<file path="src/prd_pkg.sv">
// ----------------------------------------------------------------------------
// prd_pkg
// Types and constants shared by the padded record deframer modules.
// ----------------------------------------------------------------------------
`default_nettype none

package prd_pkg;

  localparam int unsigned LEN_W          = 17;
  localparam logic [LEN_W-1:0] MAX_PACKET_BYTES = 17'd65536;

  localparam logic [7:0]  RECORD_TYPE    = 8'h17;
  localparam logic [2:0]  HDR_LEN        = 3'd5;
  localparam logic [2:0]  PREFIX_LEN     = 3'd2;
  localparam int unsigned EARLY_DEPTH    = 7;

  localparam int unsigned MAX_BURST      = 5;
  localparam int unsigned BURST_CNT_W    = $clog2(MAX_BURST + 1);

  localparam int unsigned QUEUE_DEPTH    = 8;
  localparam int unsigned QPTR_W         = $clog2(QUEUE_DEPTH);
  localparam int unsigned QCNT_W         = $clog2(QUEUE_DEPTH + 1);

  localparam int unsigned CFG_INDEX_W    = 2;
  localparam logic [CFG_INDEX_W-1:0] CFG_BYPASS         = 2'd0;
  localparam logic [CFG_INDEX_W-1:0] CFG_RECORD_WRAPPED = 2'd1;

  typedef enum logic [2:0] {
    PH_IDLE,
    PH_HEADER,
    PH_PREFIX,
    PH_EMIT,
    PH_BYPASS,
    PH_DRAIN
  } phase_t;

  typedef struct packed {
    logic [7:0] data;
    logic       has_byte;
    logic       last;
  } result_t;

  typedef struct packed {
    result_t [MAX_BURST-1:0]  slot;
    logic [BURST_CNT_W-1:0]   count;
  } burst_t;

endpackage

`default_nettype wire

</file>
<file path="src/prd_parser.sv">
// ----------------------------------------------------------------------------
// prd_parser
// Per-byte header and length prefix parsing; yields a burst of results.
// ----------------------------------------------------------------------------
`default_nettype none

module prd_parser (
  input  wire logic                        clk,
  input  wire logic                        rst,
  input  wire logic                        bypass,
  input  wire logic                        record_wrapped,
  input  wire logic                        accept,
  input  wire logic [7:0]                  data_byte,
  input  wire logic [prd_pkg::LEN_W-1:0]   packet_length,
  output prd_pkg::burst_t                  burst
);

  localparam int unsigned W = prd_pkg::LEN_W;
  localparam logic [prd_pkg::BURST_CNT_W-1:0] BURST_ONE = prd_pkg::BURST_CNT_W'(1);

  prd_pkg::phase_t phase, phase_next;
  logic [W-1:0]    pos, pos_next;
  logic [W-1:0]    total, total_next;
  logic [2:0]      rstart, rstart_next;
  logic [W-1:0]    rsize, rsize_next;
  logic [W-1:0]    rem, rem_next;
  logic            emitted, emitted_next;
  logic [7:0]      early [0:prd_pkg::EARLY_DEPTH-1];

  logic [7:0]      eb [0:7];
  logic [W-1:0]    len;
  logic [15:0]     hdr_len;
  logic [15:0]     plen;
  logic [3:0]      k;
  logic [3:0]      n;
  logic            fresh;
  logic            pkt_end;
  prd_pkg::burst_t burst_next;

  always_ff @(posedge clk) begin
    if (rst) begin
      phase   <= prd_pkg::PH_IDLE;
      pos     <= '0;
      total   <= '0;
      rstart  <= '0;
      rsize   <= '0;
      rem     <= '0;
      emitted <= 1'b0;
    end else begin
      phase   <= phase_next;
      pos     <= pos_next;
      total   <= total_next;
      rstart  <= rstart_next;
      rsize   <= rsize_next;
      rem     <= rem_next;
      emitted <= emitted_next;
    end
  end

  always_ff @(posedge clk) begin
    if (accept && pos < W'(prd_pkg::EARLY_DEPTH)) begin
      early[pos[2:0]] <= data_byte;
    end
  end

  always_comb begin
    phase_next   = phase;
    pos_next     = pos;
    total_next   = total;
    rstart_next  = rstart;
    rsize_next   = rsize;
    rem_next     = rem;
    emitted_next = emitted;
    len          = packet_length;
    hdr_len      = '0;
    plen         = '0;
    k            = '0;
    n            = '0;
    fresh        = 1'b0;
    pkt_end      = 1'b0;
    burst_next   = '0;
    for (int i = 0; i < prd_pkg::EARLY_DEPTH; i++) begin
      eb[i] = early[i];
    end
    eb[7] = '0;
    if (pos < W'(prd_pkg::EARLY_DEPTH)) begin
      eb[pos[2:0]] = data_byte;
    end

    if (accept) begin
      if (phase == prd_pkg::PH_IDLE) begin
        if (len == '0) begin
          len = W'(1);
        end else if (len > prd_pkg::MAX_PACKET_BYTES) begin
          len = prd_pkg::MAX_PACKET_BYTES;
        end
        total_next   = len;
        pos_next     = '0;
        emitted_next = 1'b0;
        rstart_next  = '0;
        rsize_next   = '0;
        rem_next     = '0;
        if (bypass) begin
          phase_next = prd_pkg::PH_BYPASS;
        end else if (record_wrapped) begin
          phase_next = prd_pkg::PH_HEADER;
        end else begin
          rsize_next = len;
          phase_next = prd_pkg::PH_PREFIX;
        end
      end

      pkt_end = (W'(1) + pos >= total_next) || (pos == {W{1'b1}});

      if (phase_next == prd_pkg::PH_BYPASS) begin
        burst_next.slot[0].data     = data_byte;
        burst_next.slot[0].has_byte = 1'b1;
        burst_next.slot[0].last     = pkt_end;
        burst_next.count            = BURST_ONE;
        emitted_next                = 1'b1;
      end

      if (phase_next == prd_pkg::PH_HEADER) begin
        if (pos == '0 && !(total_next > W'(prd_pkg::HDR_LEN)
                           && data_byte == prd_pkg::RECORD_TYPE)) begin
          rstart_next = '0;
          rsize_next  = total_next;
          phase_next  = prd_pkg::PH_PREFIX;
        end else if (pos == W'(4)) begin
          hdr_len = {eb[3], eb[4]};
          if ({1'b0, total_next} >= 18'(hdr_len) + 18'(prd_pkg::HDR_LEN)) begin
            rstart_next = prd_pkg::HDR_LEN;
            rsize_next  = W'(hdr_len);
          end else begin
            rstart_next = '0;
            rsize_next  = total_next;
          end
          phase_next = prd_pkg::PH_PREFIX;
        end
      end

      if (phase_next == prd_pkg::PH_PREFIX) begin
        if (rsize_next < W'(prd_pkg::PREFIX_LEN)) begin
          rem_next   = rsize_next;
          phase_next = prd_pkg::PH_EMIT;
          fresh      = 1'b1;
        end else if (pos > W'(rstart_next)) begin
          plen = {eb[rstart_next], eb[3'(rstart_next + 3'd1)]};
          if (18'(plen) + 18'(prd_pkg::PREFIX_LEN) <= {1'b0, rsize_next}) begin
            rstart_next = rstart_next + prd_pkg::PREFIX_LEN;
            rem_next    = W'(plen);
          end else begin
            rem_next    = rsize_next;
          end
          phase_next = prd_pkg::PH_EMIT;
          fresh      = 1'b1;
        end
      end

      if (phase_next == prd_pkg::PH_EMIT) begin
        if (fresh) begin
          k = (pos >= W'(rstart_next)) ? 4'(pos[2:0]) - 4'(rstart_next) + 4'd1 : 4'd0;
          n = (W'(k) < rem_next) ? k : rem_next[3:0];
          for (int i = 0; i < prd_pkg::MAX_BURST; i++) begin
            burst_next.slot[i].data     = eb[3'(rstart_next + 3'(i))];
            burst_next.slot[i].has_byte = 1'b1;
            burst_next.slot[i].last     = (4'(i) + 4'd1 == n) && (W'(n) == rem_next);
          end
          burst_next.count = prd_pkg::BURST_CNT_W'(n);
          rem_next         = rem_next - W'(n);
          if (n != '0) begin
            emitted_next = 1'b1;
          end
        end else if (pos >= W'(rstart_next) && rem_next != '0) begin
          rem_next                    = rem_next - W'(1);
          burst_next.slot[0].data     = data_byte;
          burst_next.slot[0].has_byte = 1'b1;
          burst_next.slot[0].last     = (rem_next == '0);
          burst_next.count            = BURST_ONE;
          emitted_next                = 1'b1;
        end
        if (rem_next == '0) begin
          phase_next = prd_pkg::PH_DRAIN;
        end
      end

      if (pkt_end) begin
        if (!emitted_next && burst_next.count == '0) begin
          burst_next.slot[0].data     = '0;
          burst_next.slot[0].has_byte = 1'b0;
          burst_next.slot[0].last     = 1'b1;
          burst_next.count            = BURST_ONE;
        end
        phase_next = prd_pkg::PH_IDLE;
        pos_next   = '0;
      end else begin
        pos_next   = pos + W'(1);
      end
    end
  end

  assign burst = burst_next;

endmodule

`default_nettype wire

</file>
<file path="src/prd_result_queue.sv">
// ----------------------------------------------------------------------------
// prd_result_queue
// Result queue: bursts of up to five results in, one a cycle out on out_ready.
// ----------------------------------------------------------------------------
`default_nettype none

module prd_result_queue (
  input  wire logic          clk,
  input  wire logic          rst,
  input  wire prd_pkg::burst_t push,
  output logic               has_room,
  output logic               out_valid,
  input  wire logic          out_ready,
  output prd_pkg::result_t   head
);

  localparam int unsigned PW = prd_pkg::QPTR_W;
  localparam int unsigned CW = prd_pkg::QCNT_W;

  prd_pkg::result_t mem [0:prd_pkg::QUEUE_DEPTH-1];
  logic [PW-1:0]    wr_ptr;
  logic [PW-1:0]    rd_ptr;
  logic [CW-1:0]    count;
  logic             pop;

  assign out_valid = (count != '0);
  assign pop       = out_valid && out_ready;
  assign has_room  = (count <= CW'(prd_pkg::QUEUE_DEPTH - prd_pkg::MAX_BURST));
  assign head      = mem[rd_ptr];

  always_ff @(posedge clk) begin
    if (rst) begin
      wr_ptr <= '0;
      rd_ptr <= '0;
      count  <= '0;
    end else begin
      wr_ptr <= wr_ptr + PW'(push.count);
      if (pop) begin
        rd_ptr <= rd_ptr + PW'(1);
      end
      count <= count + CW'(push.count) - CW'(pop);
    end
  end

  always_ff @(posedge clk) begin
    for (int i = 0; i < prd_pkg::MAX_BURST; i++) begin
      if (prd_pkg::BURST_CNT_W'(i) < push.count) begin
        mem[PW'(wr_ptr + PW'(i))] <= push.slot[i];
      end
    end
  end

endmodule

`default_nettype wire

</file>
<file path="src/padded_record_deframer.sv">
// ----------------------------------------------------------------------------
// padded_record_deframer
// Recovers the payload of a received packet taken one byte per transfer.
//
//   channel  direction  handshake             payload
//   in       sink       in_valid / in_ready   data_byte, packet_length
//   out      source     out_valid / out_ready out_byte, has_byte, last
//   cfg      sink       cfg_valid / cfg_ready cfg_index, cfg_data
//
// One input byte per cycle while in_ready is high; all parsing for a byte
// is done in the cycle it is taken; its results (up to five) are registered
// in an eight-entry result queue. in_ready drops only while fewer than five
// entries are free. Results leave one per cycle while out_ready is high.
// Synchronous reset clears parsing state and the queue; cfg_ready is always 1.
// ----------------------------------------------------------------------------
`default_nettype none

module padded_record_deframer (
  input  wire logic                              clk,
  input  wire logic                              rst,
  input  wire logic                              in_valid,
  output logic                                   in_ready,
  input  wire logic [7:0]                        data_byte,
  input  wire logic [prd_pkg::LEN_W-1:0]         packet_length,
  output logic                                   out_valid,
  input  wire logic                              out_ready,
  output logic [7:0]                             out_byte,
  output logic                                   has_byte,
  output logic                                   last,
  input  wire logic                              cfg_valid,
  output logic                                   cfg_ready,
  input  wire logic [prd_pkg::CFG_INDEX_W-1:0]   cfg_index,
  input  wire logic                              cfg_data
);

  logic             bypass;
  logic             record_wrapped;
  logic             accept;
  logic             has_room;
  prd_pkg::burst_t  burst;
  prd_pkg::result_t head;

  assign cfg_ready = 1'b1;
  assign in_ready  = has_room;
  assign accept    = in_valid && in_ready;

  always_ff @(posedge clk) begin
    if (rst) begin
      bypass         <= 1'b1;
      record_wrapped <= 1'b0;
    end else if (cfg_valid && cfg_ready) begin
      if (cfg_index == prd_pkg::CFG_BYPASS) begin
        bypass <= cfg_data;
      end
      if (cfg_index == prd_pkg::CFG_RECORD_WRAPPED) begin
        record_wrapped <= cfg_data;
      end
    end
  end

  prd_parser u_parser (
    .clk            (clk),
    .rst            (rst),
    .bypass         (bypass),
    .record_wrapped (record_wrapped),
    .accept         (accept),
    .data_byte      (data_byte),
    .packet_length  (packet_length),
    .burst          (burst)
  );

  prd_result_queue u_queue (
    .clk       (clk),
    .rst       (rst),
    .push      (burst),
    .has_room  (has_room),
    .out_valid (out_valid),
    .out_ready (out_ready),
    .head      (head)
  );

  assign out_byte = head.data;
  assign has_byte = head.has_byte;
  assign last     = head.last;

endmodule

`default_nettype wire
</file>
<file path="config.mk">
export PLATFORM = sky130hd
export DESIGN_NAME = padded_record_deframer
export DESIGN_NICKNAME = d
export VERILOG_FILES = /design/src/prd_pkg.sv /design/src/prd_parser.sv /design/src/prd_result_queue.sv /design/src/padded_record_deframer.sv
export SDC_FILE = /design/constraint.sdc
export NUM_CORES = 1
export LEC_CHECK = 0
export ABC_AREA = 0
export BUFFER_PORTS_ARGS = -buffer_cell sky130_fd_sc_hd__buf_2
export CORE_MARGIN = 1
export CORE_UTILIZATION = 45
export DETAILED_ROUTE_END_ITERATION = 12
export HOLD_SLACK_MARGIN = 0.15
export PLACE_DENSITY_LB_ADDON = 0.25
export SETUP_SLACK_MARGIN = 0.2
export SYNTH_ARGS = -nofsm -noshare
export SYNTH_HDL_FRONTEND = slang
export SYNTH_HIERARCHICAL = 1
export SYNTH_SLANG_ARGS = --single-unit
</file>
<file path="constraint.sdc">
create_clock -name clk -period 36.4 [get_ports clk]
set_input_delay 5.46 -clock clk [delete_from_list [all_inputs] [get_ports clk]]
set_output_delay 5.46 -clock clk [all_outputs]
set_load 0.02 [all_outputs]
</file>
Yosys cells after proc, flatten, opt, wreduce, memory -nomap -nowiden
Memories as Yosys holds them, arrays and structs flattened. A register that Yosys moved wholly into a read port is not among the register bits.
Index checks and enable logic that the tools add are counted.
{"block": "classes", "add_sub_neg": 21, "n_lt_le_gt_ge": 25, "n_eq_ne": 14, "n_mux": 111, "bitwise": 8, "reduce_logical": 28}
{"cell": "$mux W17", "n": 24}
{"cell": "$bmux W8 S3", "n": 7}
{"cell": "$mux W53", "n": 3}
{"cell": "$mux W8", "n": 15}
{"cell": "$mux W3", "n": 27}
{"cell": "$logic_not A17 Y1", "n": 4}
{"cell": "$mux W13", "n": 5}
{"cell": "$bwmux W64", "n": 1}
{"cell": "$mux W64", "n": 1}
{"cell": "$mux W40", "n": 1}
{"cell": "$ge A4 B4 Y1 const B", "n": 8}
{"cell": "$not A3 Y4", "n": 8}
{"cell": "$demux W8 S3", "n": 1}
{"cell": "$mux W1", "n": 23}
{"cell": "$ge A17 B18 Y1", "n": 1}
{"cell": "$le A18 B17 Y1", "n": 1}
{"cell": "$add A1 B17 Y17 const A", "n": 1}
{"cell": "$add A16 B2 Y17 const B", "n": 1}
{"cell": "$add A16 B3 Y17 const B", "n": 1}
{"cell": "$eq A17 B17 Y1 const B", "n": 1}
{"cell": "$eq A17 B3 Y1 const B", "n": 1}
{"cell": "$eq A4 B17 Y1", "n": 1}
{"cell": "$ge A17 B17 Y1", "n": 1}
{"cell": "$ge A17 B3 Y1", "n": 1}
{"cell": "other kinds (39)", "n": 69}
{"block": "totals", "regBits": 87, "ram_bits": 136, "inputBits": 33, "n_memories": 2}
{"memory": "u_queue.mem", "depth": 8, "width": 10, "rd": 1, "rd_ports_with_merged_regs": 1, "write_ports": 5, "line": "prd_result_queue.sv:20", "text": "prd_pkg::result_t mem [0:prd_pkg::QUEUE_DEPTH-1];"}
{"memory": "u_parser.early", "depth": 7, "width": 8, "rd": 7, "rd_ports_with_merged_regs": 0, "write_ports": 1, "line": "prd_parser.sv:28", "text": "logic [7:0] early [0:prd_pkg::EARLY_DEPTH-1];"}

Longest topological paths before layout
{"block": "depth", "ltp_word": 44, "ltp_mapped": 81, "ltp_nobuf": 67}

Modules after synthesis
The synthesis kept the hierarchy.
{"mod": "prd_parser", "n_inst": 1, "cells_each": 1945, "area_each_um2": 14515.2, "seq_area_each_um2": 3183.1}
{"mod": "prd_result_queue", "n_inst": 1, "cells_each": 739, "area_each_um2": 6980.4, "seq_area_each_um2": 2662.6}
{"mod": "padded_record_deframer", "n_inst": 1, "cells_each": 13, "area_each_um2": 118.9, "seq_area_each_um2": 40.0}

Worst setup path before layout
No wires, ideal clock.
{"block": "synth_path", "kind": "in2reg", "startpoint": "input data_byte[3]", "endpoint": "memory u_queue/mem[2][0] (netlist bit), enable pin", "setup_time_ps": 415, "t_arrival_ps": 21217, "required_ps": 35985, "slack_ps": 14768, "path_stages": 68, "path_buffers": 12, "cell_sequence": "clkbuf_1 mux2i_1 or3_1 or3_1 or3_1 nor4_1 xor2_1 ha_1 and3_1 nand4_1 o41a_1 or2_1 a31oi_1 nand2_1 inv_2 clkbuf_1 buf_2 clkbuf_1 [... 32 more ...] inv_1 fa_1 xnor2_1 nor2_1 ha_1 a211oi_1 and3_1 nor4_2 nand3_2 buf_6 mux2_2 o211ai_1 a221oi_1 nand2_1 a21oi_1 or2_2 o21ai_0 o311ai_0"}
{"item": "start, declared", "line": "padded_record_deframer.sv:23", "text": "input wire logic [7:0] data_byte,"}
{"item": "end, declared", "line": "prd_result_queue.sv:20"}

==> results list <==
* Routed vias: 22,600
- The number of nets handed over by synthesis was 2,817.
- By startpoint and endpoint, the worst setup path is classified as input port to register.
- Pin count of the biggest net entering global routing: 92
- Met1 layer wirelength in the final routing: around 38 mm
- Total of max-cap violations: 0
* Deepest level of the CTS H-tree: 1
- Ranked by instance count, the synthesized netlist is headed by nand2_1, nor2_1, clkbuf_1, a21oi_1, edfxtp_1.
- The synthesized netlist devotes 22.5% of its cell area to simple gates.
* Share of post-route cells with drive strength above 1: 12.2%
- The worst path uses 62.1% of the clock period.
- Peak supply drop: between 0.04 and 0.05 mV
* Port Buffers: 44
* Sum of negative setup slack: 0 ns
- After synthesis, the netlist uses 113 different library cells.
* Area of the die: 48,900 um^2
- Combined global-route utilization of all metal layers: between 30% and 40%
- Dominant combinational cell family by area after synthesis: compound AO/OA/AOI/OAI gates
* Cts-stage hold buffer count: 0
- The pre-antenna-repair detailed-routing pass consisted of 6 iterations.
- Clock latency on the worst-skew pair: 0.58 ns
- CP delay by family, top: simple AND/OR/NAND/NOR gates
- Overall power consumption after layout is estimated at ~1.4 mW.
- At the pin with the least slew margin, the transition time is between 1 and 1.5 ns.
- Critical path buffer and inverter count: 7
- Share of the yosys chip area belonging to registers: 27.2%
- Combined area of all synthesized cells: 21,600 um^2
- Compound-gate portion of the synthesized area: 26.0%
- Initial standard-cell utilization of the core: 46.0%
- Per-cell routed wire length: 29.3 um
- The total overflow left after global routing is 0.
* Count of cells resized by post-cts repair: 0
* Internal Pwr Total: 0.728 mW
* Most common flop cell mapped by yosys: edfxtp_1
- Summed over all nets, wire length on met3 after detailed routing comes to 10.0 mm.
- The worst setup path is launched from an input port.
* Number of sinks on the clock net: 226
- Global-route wire length before repair: 138 mm
- Across the routed clock network, the largest skew measured is 0.0181 ns.
- DRT antenna net count: 0
- Along the worst path, the maximum fanout reaches 32.
- The core region is 47,000 um^2.
- Hold violation total from the final report: 0
- TritonCTS built the clock tree.
* Endpoint type of the worst setup path: register
* Result of the run: finished, final reports clean
- At the end of routability-driven placement, the weighted congestion stood at 1.06.
- Post-synthesis xor/xnor area fraction: 3.39%
- The die is 221 um tall.
- Largest cells by area after synthesis: edfxtp_1, dfxtp_1, mux2i_1
- Ys async rst share: 0%
* Type of the most critical hold path: register to register
- Final HPWL DP: 70.0 mm
- Normalized max-slew margin: 7.38%
- Highest metal layer with signal wires: met5
- During synthesis, Yosys emitted a total of 6 warnings.
- The floorplan step set the die width to around 220 um.
- Clock root cell: clkbuf_16
* Slowest Stage Delay on Critical Path: between 0.7 and 0.8 ns
* Vias/cell: 6.98
- Leakage power summed over all cells: between 8 and 9 nW
- The portion of synthesized area spent on multiplexers is 9.66%.
- Counting every instance in the synthesized netlist gives 2,697.
* Data required time at the worst endpoint: 36.61 ns
- Setup-violating endpoint count in the final report: 0
- Number of antenna violations at the first check in global routing: 3
- For this design, the slowest cell found on the critical path is a21oi_1.
* Combinational share of power: 55.7%
- In this run, synthesis inferred 136 flip-flops with an integrated enable.
* Number of buffers inserted to repair setup after CTS: 0
* Worst slack at placement: 13.62 ns
- After clock tree synthesis, the clock-pin slew on the worst setup and hold paths is about 0.06 ns.
- Arr. time, crit path: about 23 ns
* Post-synthesis adder-cell area fraction: 5.22%
- Count of unresolved DRC violations after routing: 0
- Post-route setup slack: 13.81 ns
- Number of cell rows: 79
- In this run, synthesis produced a sequential element count of 226.
- The clock network accounts for a little over a fifth of the total power.
- Wires add up to 94.8 mm.
* Fraction of power consumed by sequential logic: about a quarter
* Top-Level Pins: between 40 and 50
* Time the final worst path needs with I/O delays and setup: 22.60 ns
- In this run the power spent charging and discharging nets is 0.651 mW.
- Synth-to-Final Area Change: 7.16%
* Areal power density over the cells: 59.6 nW/um^2
- Cts bufs inserted: 28
- After synthesis, the mean cell area works out to 8.01 um^2.
- The net count of the finished layout is 2,721.
- The number of global-route vias before repair came to 21,100.
- The synthesized design spends more area on one cell type than any other, namely edfxtp_1.
- Setup repair after global routing left no endpoint under its margin.
- Switching share of power: a little under half
- Count of pins over their slew limit: 0
- Share of the synthesized area in the top cell type: 18.9%
* Worst hold slack: 0.491 ns
- Upper clock frequency limit: 0.0443 GHz
* Routed wire length on met2: 41.0 mm
- Number of violations reported at the end of detailed-routing iteration 0: 3,236
- The most common cell in the synthesized netlist is nand2_1.
- Number of buffers between clock root and the deepest sink: 3
[power by group through the flow]
stage | Combinational [mW] | Clock (mW) | Sequential (mW)
finish | 0.769 | 0.287 | 0.324
global route | 0.819 | 0.298 | 0.326
CTS | 0.744 | 0.290 | 0.323
detailed placement | 0.739 | 0 | 0.328
global placement | 0.738 | 0 | 0.328
floorplan | 0.537 | 0 | 0.317
[kinds of logic (layout without fill, tap and decap cells)]
family          count (synthesis)  after routing
buf+inv                       312            238
xor+xnor                       79             79
other cells                     1              3
simple gates                 1024           1024
mux                           175            175
fa+ha+maj                      88             88
flops                         226            226
compound gates                792            792
[metrics by stage]
stage,cell area (um^2),cells,utilization (%)
final,23200,3232,49.3
after detailed placement,22200,3178,47.3
after CTS,23200,3230,49.3
after global routing,23200,3231,49.3
after global placement,22200,3178,47.3
after floorplan,21600,2697,-
[routing by layer]
metal  up-vias  track usage [%]
li1       9968                -
met1     10700             49.3
met2      1524             57.9
met3       314             7.09
met4         2             20.4
met5         -                0
[worst paths after layout]
path                                       start                              to  slack (ns)  cells past startpoint
setup reg to reg   u_parser/pos[13]$_SDFFE_PP0P_     u_queue/mem[1][5]$_DFFE_PP_       16.91                     62
setup / recovery                    data_byte[5]     u_queue/mem[1][5]$_DFFE_PP_       13.81                     60
hold / removal    u_parser/total[0]$_SDFFE_PP0P_  u_parser/total[0]$_SDFFE_PP0P_        0.49                      2
hold reg to reg   u_parser/total[0]$_SDFFE_PP0P_  u_parser/total[0]$_SDFFE_PP0P_        0.49                      2
[cells in the final DEF (no fill, tap or decap), drive strengths merged, types with 8 or more instances in the layout]
cell	netlist	routed
buf	88	110
a311oi	12	12
o22ai	66	66
xnor2	50	50
a211oi	127	127
and3	25	25
nor4	20	20
ha	83	83
edfxtp	136	136
nand2	311	311
dfxtp	90	90
nor2	294	294
clkinv	1	9
o211ai	34	34
o21a	22	22
o21ai	115	115
a21oi	139	139
mux2i	120	120
mux4	20	20
a221o	9	9
a21o	18	18
a221oi	19	19
nor2b	20	20
nand3	113	113
or2	14	14
nand2b	27	27
inv	75	77
a22oi	14	14
o221ai	50	50
nor3b	10	10
and2	18	18
nor3	80	80
nand4	24	24
or3	33	33
a211o	8	8
clkbuf	148	34
mux2	35	35
xor2	29	29
and4	9	9
a31oi	68	68
[area by class of cell]
cell class,instances,area (um^2)
tap,607,759
clock inverter,18,166
fill,4511,23800
multi-input combinational,2159,14600
antenna,2,5.00
sequential,226,5890
timing repair buffer,110,718
inverter,76,285
clock buffer,34,764
[state kept, by name, summed over array words and instances, names as in the netlist, named ones only]
signal,cells
u_parser/early,56
record_wrapped,1
u_queue/count,4
u_queue/mem,80
u_queue/wr_ptr,3
u_parser/rem,17
u_parser/emitted,1
bypass,1
u_parser/rstart,3
u_parser/total,17
u_queue/rd_ptr,3
u_parser/rsize,17
u_parser/phase,3
u_parser/pos,17
[worst min-delay path: stages (launching register included)]
cell	delay, ns
dfxtp_1	0.31
nor2_1	0.08
a211oi_1	0.05
No activity file was read; power rests on OpenSTA's default activity.
